--- config.mk ---
export PLATFORM = sky130hd
export DESIGN_NAME = knn_ram
export DESIGN_NICKNAME = d
export VERILOG_FILES = /design/src/design/knn_ram.sv
export SDC_FILE = /design/constraint.sdc
export NUM_CORES = 1
export LEC_CHECK = 0
export ABC_AREA = 0
export BUFFER_PORTS_ARGS = -buffer_cell sky130_fd_sc_hd__buf_2
export CAP_MARGIN = 20
export CORE_UTILIZATION = 37
export DETAILED_ROUTE_END_ITERATION = 8
export PLACE_DENSITY_LB_ADDON = 0.1
export SKIP_CTS_REPAIR_TIMING = 1
export SYNTH_ARGS = -nofsm -noshare
export SYNTH_HDL_FRONTEND = slang
export SYNTH_SLANG_ARGS = --single-unit
--- constraint.sdc ---
create_clock -name clk -period 2.7 [get_ports clk]
set_input_delay 0.27 -clock clk [delete_from_list [all_inputs] [get_ports clk]]
set_output_delay 0.27 -clock clk [all_outputs]
set_load 0.02 [all_outputs]
--- src/design/knn_ram.sv ---
// Generic simple dual-port RAM with registered read.
module knn_ram #(
	parameter int WIDTH = 8,
	parameter int DEPTH = 16
) (
	input  logic                              clk,
	input  logic                              we,
	input  logic [(DEPTH>1?$clog2(DEPTH):1)-1:0] waddr,
	input  logic [WIDTH-1:0]                  wdata,
	input  logic [(DEPTH>1?$clog2(DEPTH):1)-1:0] raddr,
	output logic [WIDTH-1:0]                  rdata
);
	logic [WIDTH-1:0] mem_q [DEPTH];

	always_ff @(posedge clk) begin
		if (we) begin
			mem_q[waddr] <= wdata;
		end
		rdata <= mem_q[raddr];
	end
endmodule

==> key figures <==
Setup path
  • Reg2reg start: mem_q[9][5]$_DFFE_PP_
  • Critical-path top delay cell: mux4_1
  • Slowest cell delay on critical path: 0.60 ns
  • Worst EP required: 2.99 ns
  • WS Path Type: in -> reg
  • Crit path arrival time: 1.65 ns
  • Top delay family on crit path: multiplexers
  • Maximum fanout along the worst path: 17
  • Critical path endpoint category: register
  • Critical path startpoint: raddr[0]
  • CP bufs+invs: 2
  • Crit path cell chain: buf_2 -> buf_4 -> mux4_1 -> a22oi_1 -> nand2_1
  • Critical Path Start Type: primary input

Global route
  • Grt ovf: 0
  • Vias in the first global route: 2535
  • Initial antenna violation count: 1
  • First-pass GRT wire length: 15400 µm
  • Overall routing resource usage: 15.6%
  • Largest net degree at the start of global routing: 18

Pwr
  • Reg power frac: 48.8%
  • Clock power share: 46.4%
  • Psw: 0.952 mW
  • Pleak: 2.08 nW
  • PwrDens: 792 nW/µm²
  • Max IR drop VDD: 488 µV
  • Cell internal pwr: 3.91 mW
  • Sw frac: 19.6%
  • Power share of the combinational group: 4.7%

Synthesis
  • Post-Synthesis Cells: 229
  • Post-synthesis simple-gate area fraction: 3.18%
  • Area contributors post-synth: edfxtp_1 75%, mux4_2 7.9%, mux4_1 7.1%
  • Post-synth top area share: 74.7%
  • Syn nets: 247
  • Mean Syn Cell Area: 22.5 µm²
  • Syn. warnings: 0
  • Largest family of logic cells by synthesized area: multiplexers
  • Seq cells post-synth: 136
  • Post-Synth XOR/XNOR Area: 0%
  • Part of the Yosys area used for sequential elements: 77.8%
  • Mux cell area share after synthesis: 15.0%
  • Mapped Area: 5150 µm²
  • Synth unique cells: 19
  • Yosys top cell by area: edfxtp_1
  • Adder-cell share of the synthesized area: 0%
  • Compound-gate portion of the synthesized area: 2.33%

STA
  • Tightest Pin Transition: 0.792 ns
  • Crit share post-route: 50.6%
  • Hold Worst Slack: 0.250 ns
  • Final setup vio count: 0
  • Final worst setup slack: 1.33 ns
  • Final Hold Fails: 0
  • Clock period minus worst slack: 1.37 ns
  • RSZ-0062 raised after global routing: no
  • Worst Skew: 0.00717 ns
  • Final TNS setup: 0 ns
  • Fmax: 731 MHz
  • Max-slew violations: 0
  • Normalized max-slew margin: 47.0%

Final layout
  • Antenna cell count: 0
  • Most frequent cells in the layout: 128 x edfxtp_1, 25 x buf_2, 18 x mux4_2, 18 x buf_4, 17 x clkbuf_16
  • Most common cell after layout, fill and taps aside: edfxtp_1
  • Area of the multi-input gates: 1060 µm²
  • Area delta synth->final: 19.3%
  • Register area: 4000 µm²
  • Design Area, Final: 6140 µm²
  • Final layout net count: 300
  • Share of cells above drive strength 1: 30.2%
  • Layout fillers: 1131

Min path
  • Worst hold start: wdata[3]
  • Hold/Removal Path Class: in -> reg

CTS
  • CTS root buffer: clkbuf_16
  • Clk buf depth: 2
  • Clk_lat worst skew: 0.41 ns
  • CTS tree: yes
  • CTS HTree Levels: 4
  • CTS Buf Count: 17
  • CTS clk-pin slew, worst paths: 0.05 ns
  • CTS Sinks: 136

Routing
  • DR pass1 iterations: 4
  • Antenna Violating Nets Remaining: 0
  • DR WL/cell: 21.3 µm
  • Routed WL: 10100 µm
  • # DRC: 0
  • DR vias/cell: 5.11
  • Via Count: 2408
  • Initial DRC count: 170

Die
  • Core Area: 13400 µm²
  • Io pins: 26
  • Cell row count: 42
  • Die Width: 120 µm
  • Initial Utilization: 38.4%
  • Die Ht: 120 µm
  • Die area: 14400 µm²

Placement
  • Area after DPL: 5560 µm²
  • Hpwl dp: 6520 µm
  • Worst slack, placed: 0.866 ns
  • Port Buffers: 25
  • RD Place Congestion: 0.689

Run
  • Max-cap check violation count: 0

Status
  • Status: finished, final reports clean
cell usage after synthesis:
master	count
edfxtp_1	128
mux4_2	18
a22oi_1	16
mux4_1	14
nor2_1	13
nand2_1	9
dfxtp_1	8
nor3_1	4
buf_2	3
buf_6	3
clkdlybuf4s25_2	3
nand2b_1	2
nand3b_1	2
and2_1	1
and2b_1	1
buf_4	1
nand3_1	1
nor2b_1	1
or3b_2	1
per-layer routing:
| layer | track usage [%] | vias up | routed length (µm) |
|---|---|---|---|
| met5 | 0 | - | 14 |
| met4 | 5.16 | 2 | 131 |
| met3 | 5.23 | 13 | 528 |
| met2 | 23.7 | 52 | 4790 |
| met1 | 21.0 | 1260 | 4590 |
| li1 | - | 1081 | - |
path summary, 6_finish.rpt:
| kind | to | slack [ns] | depth (start not counted) |
|---|---|---|---|
| worst max-delay path | rdata[5]$_DFF_P_ | 1.33 | 5 |
| worst min-delay path | mem_q[6][3]$_DFFE_PP_ | 0.25 | 1 |
| worst max register to register | rdata[5]$_DFF_P_ | 1.37 | 3 |
| worst min register to register | rdata[3]$_DFF_P_ | 0.69 | 3 |
logic make-up after synthesis:
family | Yosys count
AND/OR/NAND/NOR | 35
flip-flops | 136
multiplexers | 32
buffers and inverters | 10
AO/OA/AOI/OAI | 16
cell type report:
cell class	count	area share (%)
Clock buffer	21	7.33
Clock inverter	11	2.10
Multi-Input combinational cell	83	17.2
Sequential cell	136	65.2
Tap cell	176	3.59
Timing Repair Buffer	44	4.56
power groups by stage:
stage	clock network, mW	logic (mW)	registers, mW
2_1_floorplan	0	0.120	2.43
3_3_place_gp	0	0.233	2.42
3_5_place_dp	0	0.236	2.42
4_1_cts	2.30	0.237	2.38
5_1_grt	2.38	0.253	2.38
6_report	2.26	0.230	2.38
metrics by stage:
| stage | total power [mW] | instances | util, % |
|---|---|---|---|
| finish | 4.86 | 471 | 45.8 |
| global route | 5.01 | 471 | 45.8 |
| CTS | 4.92 | 471 | 45.8 |
| detailed placement | 2.65 | 439 | 41.5 |
| global placement | 2.65 | 439 | 41.5 |
| floorplan | 2.55 | 229 | - |
flip-flops by register name, summed over array words and instances, names as in the netlist:
name,cells
rdata,8
mem_q,128
(Power assumes the default switching activity.)
