==> src/design/knn_pkg.sv <==
// Shared constants, request codes and sequencer states of the kNN color classifier.
package knn_pkg;

	localparam int MAX_SAMPLES_DEF   = 1024;
	localparam int MAX_NEIGHBORS_DEF = 32;
	localparam int CHANNEL_BITS_DEF  = 16;

	localparam int FIELD_W = 16;
	localparam int REQ_W   = 2;
	localparam int CLASS_W = 2;
	localparam int CFG_W   = 6;

	localparam logic [REQ_W-1:0] REQ_LOAD     = 2'd0;
	localparam logic [REQ_W-1:0] REQ_CLASSIFY = 2'd1;
	localparam logic [REQ_W-1:0] REQ_CLEAR    = 2'd2;

	localparam logic [CLASS_W-1:0] CLASS_NONE    = 2'd0;
	localparam logic [CLASS_W-1:0] CLASS_SKIN    = 2'd1;
	localparam logic [CLASS_W-1:0] CLASS_NONSKIN = 2'd2;

	localparam logic [CFG_W-1:0] NEIGHBOR_RESET = 6'd1;

	typedef enum logic [2:0] {
		ST_IDLE,
		ST_SCAN,
		ST_DRAIN,
		ST_VOTE,
		ST_DONE
	} state_t;

endpackage

==> src/design/knn_dist.sv <==
// Pipelined squared Euclidean distance unit: abs diff, square, sum.
module knn_dist #(
	parameter int CHANNEL_BITS = knn_pkg::CHANNEL_BITS_DEF
) (
	input  logic                      clk,
	input  logic                      arst_n,
	input  logic                      in_valid,
	input  logic [CHANNEL_BITS-1:0]   s_red,
	input  logic [CHANNEL_BITS-1:0]   s_green,
	input  logic [CHANNEL_BITS-1:0]   s_blue,
	input  logic                      s_label,
	input  logic [CHANNEL_BITS-1:0]   q_red,
	input  logic [CHANNEL_BITS-1:0]   q_green,
	input  logic [CHANNEL_BITS-1:0]   q_blue,
	output logic                      out_valid,
	output logic [2*CHANNEL_BITS+1:0] sq_dist,
	output logic                      label,
	output logic                      busy
);
	localparam int CB = CHANNEL_BITS;
	localparam int SW = 2 * CB;

	logic          valid_s1, valid_s2, valid_s3;
	logic [CB-1:0] dr_s1, dg_s1, db_s1;
	logic [SW-1:0] sr_s2, sg_s2, sb_s2;
	logic [SW+1:0] sum_s3;
	logic          lbl_s1, lbl_s2, lbl_s3;

	function automatic logic [CB-1:0] abs_diff(input logic [CB-1:0] a, input logic [CB-1:0] b);
		abs_diff = (a >= b) ? (a - b) : (b - a);
	endfunction

	always_ff @(posedge clk or negedge arst_n) begin
		if (!arst_n) begin
			valid_s1 <= 1'b0;
			valid_s2 <= 1'b0;
			valid_s3 <= 1'b0;
		end else begin
			valid_s1 <= in_valid;
			valid_s2 <= valid_s1;
			valid_s3 <= valid_s2;
		end
	end

	always_ff @(posedge clk) begin
		dr_s1  <= abs_diff(s_red, q_red);
		dg_s1  <= abs_diff(s_green, q_green);
		db_s1  <= abs_diff(s_blue, q_blue);
		lbl_s1 <= s_label;
		sr_s2  <= SW'(dr_s1) * SW'(dr_s1);
		sg_s2  <= SW'(dg_s1) * SW'(dg_s1);
		sb_s2  <= SW'(db_s1) * SW'(db_s1);
		lbl_s2 <= lbl_s1;
		sum_s3 <= (SW+2)'(sr_s2) + (SW+2)'(sg_s2) + (SW+2)'(sb_s2);
		lbl_s3 <= lbl_s2;
	end

	assign out_valid = valid_s3;
	assign sq_dist   = sum_s3;
	assign label     = lbl_s3;
	assign busy      = valid_s1 | valid_s2 | valid_s3;
endmodule

==> config.mk <==
export PLATFORM = sky130hd
export DESIGN_NAME = knn_dist
export DESIGN_NICKNAME = d
export VERILOG_FILES = /design/src/design/knn_pkg.sv /design/src/design/knn_dist.sv
export SDC_FILE = /design/constraint.sdc
export NUM_CORES = 2
export LEC_CHECK = 0
export BUFFER_PORTS_ARGS = -buffer_cell sky130_fd_sc_hd__buf_4
export CAP_MARGIN = 40
export CELL_PAD_IN_SITES_DETAIL_PLACEMENT = 0
export CELL_PAD_IN_SITES_GLOBAL_PLACEMENT = 1
export CORE_ASPECT_RATIO = 0.9
export CORE_MARGIN = 1.5
export CORE_UTILIZATION = 32
export CTS_CLUSTER_SIZE = 8
export DETAILED_ROUTE_END_ITERATION = 16
export HOLD_SLACK_MARGIN = 0.06
export PLACE_DENSITY_LB_ADDON = 0.1
export SETUP_SLACK_MARGIN = 0.1
export SKIP_LAST_GASP = 1
export SLEW_MARGIN = 25
export SYNTH_ARGS = -nofsm -noshare
export SYNTH_HDL_FRONTEND = slang
export SYNTH_SLANG_ARGS = --single-unit
==> constraint.sdc <==
create_clock -name clk -period 5.9 [get_ports clk]
set_input_delay 1.18 -clock clk [delete_from_list [all_inputs] [get_ports clk]]
set_output_delay 1.18 -clock clk [all_outputs]
set_load 0.05 [all_outputs]
==> impl_metrics.csv <==
group,metric,value,unit
setup_path,crit_arrival,6.16,ns
floorplanning,io_pins,137,
drt,vias,23800,
placement,hpwl,75.0,mm
drt,firstDrtPassIters,4,
layout,final_cell_mix,"inv_1, fa_1, ha_1",
hold_path,hold_path_end,"label$_DFF_P_",
floorplanning,die_y,304,µm
setup_path,reg2reg_from,"dr_s1[3]$_DFF_P_",
floorplanning,die_area,102000,µm²
sta,hold_violations,0,
sta,setup_ws,0.114,ns
layout,final_nets,4978,
cts,clock_path_buffers,2,
floorplanning,die_width,337,µm
drt,drtAntennaViolNets,0,
placement,io_buffers,136,
logic_synthesis,synth_flop_cell,"dfxtp_1",
global_routing,grt-busiest-layer,"met2",
floorplanning,num_rows,110,
global_routing,grt_usage,17.2,%
sta,clock_skew,0.0165,ns
sta,period_share,98.1,%
floorplanning,fp.coreArea,99800,µm²
sta,finalSetupViolations,0,
global_routing,grt_pass1_vias,25500,
drt,finalWirelength,84.8,mm
setup_path,reg2reg_slack,0.11,ns
sta,period_needed,5.79,ns
logic_synthesis,synth_cells,3618,
setup_path,cp-start-kind,"register",
logic_synthesis,ys_types,79,
setup_path,critPathCaptureType,"register",
global_routing,antenna_found_initial,8,
cts,cts_tree,"built",
sta,worst_slew_pin_slew,0.735,ns
logic_synthesis,syn-cell-area,32100,µm²
flow_run,drv_cap,0,
drt,drt_iter0_markers,813,
global_routing,grt_max_degree,25,
drt,drc_errors,0,
floorplanning,start_util,32.2,%
logic_synthesis,async_flop_share,1.66,%
placement,detailedPlace.worstSlack,-0.128,ns
layout,nFillCells,10400,
placement,dpl_cell_area,36300,µm²
drt,via_per_inst,4.51,
global_routing,overflow,0,
logic_synthesis,synth_edf_count,0,
global_routing,use_met2,26.8,%
logic_synthesis,ys_warn_count,0,
setup_path,crit_fanout,5,
cts,clkSlewWorstSetupHoldPaths,0.09,ns
cts,cts_made_buffers,17,
drt,wl_per_cell,16.0,µm
setup_path,path_class,"reg2reg",
setup_path,reg2regPathDepth,22,
logic_synthesis,avgSynthCellArea,8.88,µm²
setup_path,reg2reg_to,"sr_s2[29]$_DFF_P_",
hold_path,whs_path_depth,0,
placement,gp_congestion,0.826,
layout,area.growth.synth_to_final,18.6,%
global_routing,grt_use_met3,1.67,%
cts,root_buffer,"clkbuf_16",
logic_synthesis,ys_ff_latch,181,
sta,grt_setup_unrepaired,"true",
cts,hold_buffers,0,
layout,stdcell_area,38100,µm²
cts,htree_levels,4,
layout,final_common_cell,"inv_1",
cts,clock_latency,0.50,ns
sta,max_freq,0.173,GHz
sta,slew_headroom,50.7,%
sta,report.final.slew_viol_count,0,
global_routing,grt_pass1_wl,139,mm
run_status,status,"completed",
layout,drive_gt1_share,16.9,%
setup_path,cp.required,6.28,ns
cts,cts_sinks,181,
hold_path,holdCritStartpoint,"lbl_s2$_DFF_P_",
logic_synthesis,yosysSeqAreaShare,11.3,%
global_routing,grtUsageMet1,26.1,%
hold_path,hold_path.class,"reg2reg",
## sequential cells by signal (all words and copies together), names as in the netlist
| register | cells |
|---|---|
| sr_s2 | 31 |
| label | 1 |
| lbl_s1 | 1 |
| sg_s2 | 31 |
| lbl_s2 | 1 |
| dg_s1 | 16 |
| valid_s1 | 1 |
| db_s1 | 16 |
| sb_s2 | 31 |
| valid_s2 | 1 |
| dr_s1 | 16 |
| sq_dist | 34 |
| out_valid | 1 |
## cells by family after synthesis
group	synth area share, %
AO/OA/AOI/OAI	11.3
XOR/XNOR	4.82
adder cells (fa/ha/maj)	49.3
buffers and inverters	11.6
flip-flops	11.3
multiplexers	0.681
other	0.0117
AND/OR/NAND/NOR	11.0
## how the worst max path moves through the flow
stage	depth (start not counted)	startpoint	slack (ns)	to
final	22	dr_s1[3]$_DFF_P_	0.11	sr_s2[29]$_DFF_P_
after global routing	23	dr_s1[5]$_DFF_P_	-0.08	sr_s2[29]$_DFF_P_
after CTS	24	dg_s1[8]$_DFF_P_	0.04	sg_s2[31]$_DFF_P_
after detailed placement	23	db_s1[9]$_DFF_P_	-0.13	sb_s2[30]$_DFF_P_
after global placement	23	db_s1[9]$_DFF_P_	-0.10	sb_s2[30]$_DFF_P_
after floorplan	21	dr_s1[11]$_DFF_P_	0.09	sr_s2[29]$_DFF_P_
## layout make-up
type | count | area [µm²] | share of cell area (%)
multi-input cells | 2448 | 25600 | 67.1
inverters | 892 | 3360 | 8.82
flip-flops and latches | 181 | 3740 | 9.82
clock inverters | 15 | 213 | 0.558
repair buffers | 385 | 3120 | 8.18
diodes | 1 | 2.50 | 0.00656
well taps | 1344 | 1680 | 4.41
clock buffers | 17 | 425 | 1.12
## metrics by stage
stage | cells | hold WS, ns | TNS, ns | utilization, %
final | 5283 | 0.331 | 0 | 38.2
after global routing | 5282 | 0.332 | -0.135 | 38.2
after CTS | 5267 | 0.327 | 0 | 37.2
after detailed placement | 5234 | 0.315 | -0.368 | 36.4
after global placement | 5233 | 0.311 | -0.216 | 36.4
after floorplan | 3620 | 0.310 | 0 | -
## critical path, cell delays in order (launching register included)
cell and delay (ns):
dfxtp_4 0.37, buf_6 0.13, and2_4 0.14, fa_1 0.54
inv_2 0.04, fa_1 0.55, inv_2 0.04, fa_2 0.55
fa_1 0.43, fa_1 0.49, inv_1 0.05, fa_1 0.49
inv_2 0.04, ha_4 0.22, a21oi_2 0.14, o21ai_1 0.07
buf_4 0.15, nor4_4 0.23, a21oi_2 0.10, a211o_1 0.31
a21o_1 0.18, a311oi_2 0.29, xnor2_1 0.10
## timing repair
item                                    CTS  global route
endpoints found under the hold margin     0             0
pin swaps                                12           111
endpoints found under the setup margin   23            37
gates cloned                              0             1
gates resized for setup                  36           246
setup buffers                             1            15
## synth_stat cells, drive strengths merged (8+ instances only)
cell | instances | area [µm²]
o21ai | 117 | 589
o21bai | 29 | 218
nor3 | 28 | 140
xor2 | 57 | 499
a21boi | 11 | 82.6
a21o | 82 | 616
a31oi | 25 | 163
a31o | 16 | 140
nand2 | 292 | 1100
nand4 | 21 | 131
dfxtp | 178 | 3560
a211o | 8 | 70.1
nand2b | 16 | 100
ha | 429 | 5370
buf | 11 | 53.8
a21oi | 174 | 901
and2 | 116 | 726
or2 | 13 | 81.3
inv | 892 | 3350
fa | 524 | 10500
nor2b | 41 | 257
o21a | 14 | 106
mux2i | 14 | 140
nor2 | 132 | 495
clkbuf | 88 | 330
and3 | 20 | 125
nand3 | 27 | 135
a211oi | 17 | 133
o211ai | 17 | 133
xnor2 | 120 | 1050
## routing by layer
metal	up-vias	wire length [µm]
met1	11600	44000
met4	0	650
met2	271	37900
met3	33	2210
met5	-	0
li1	11900	-
Power is not shown: default switching activity piles up to over one toggle a cycle in this logic, so the estimate is an artifact.
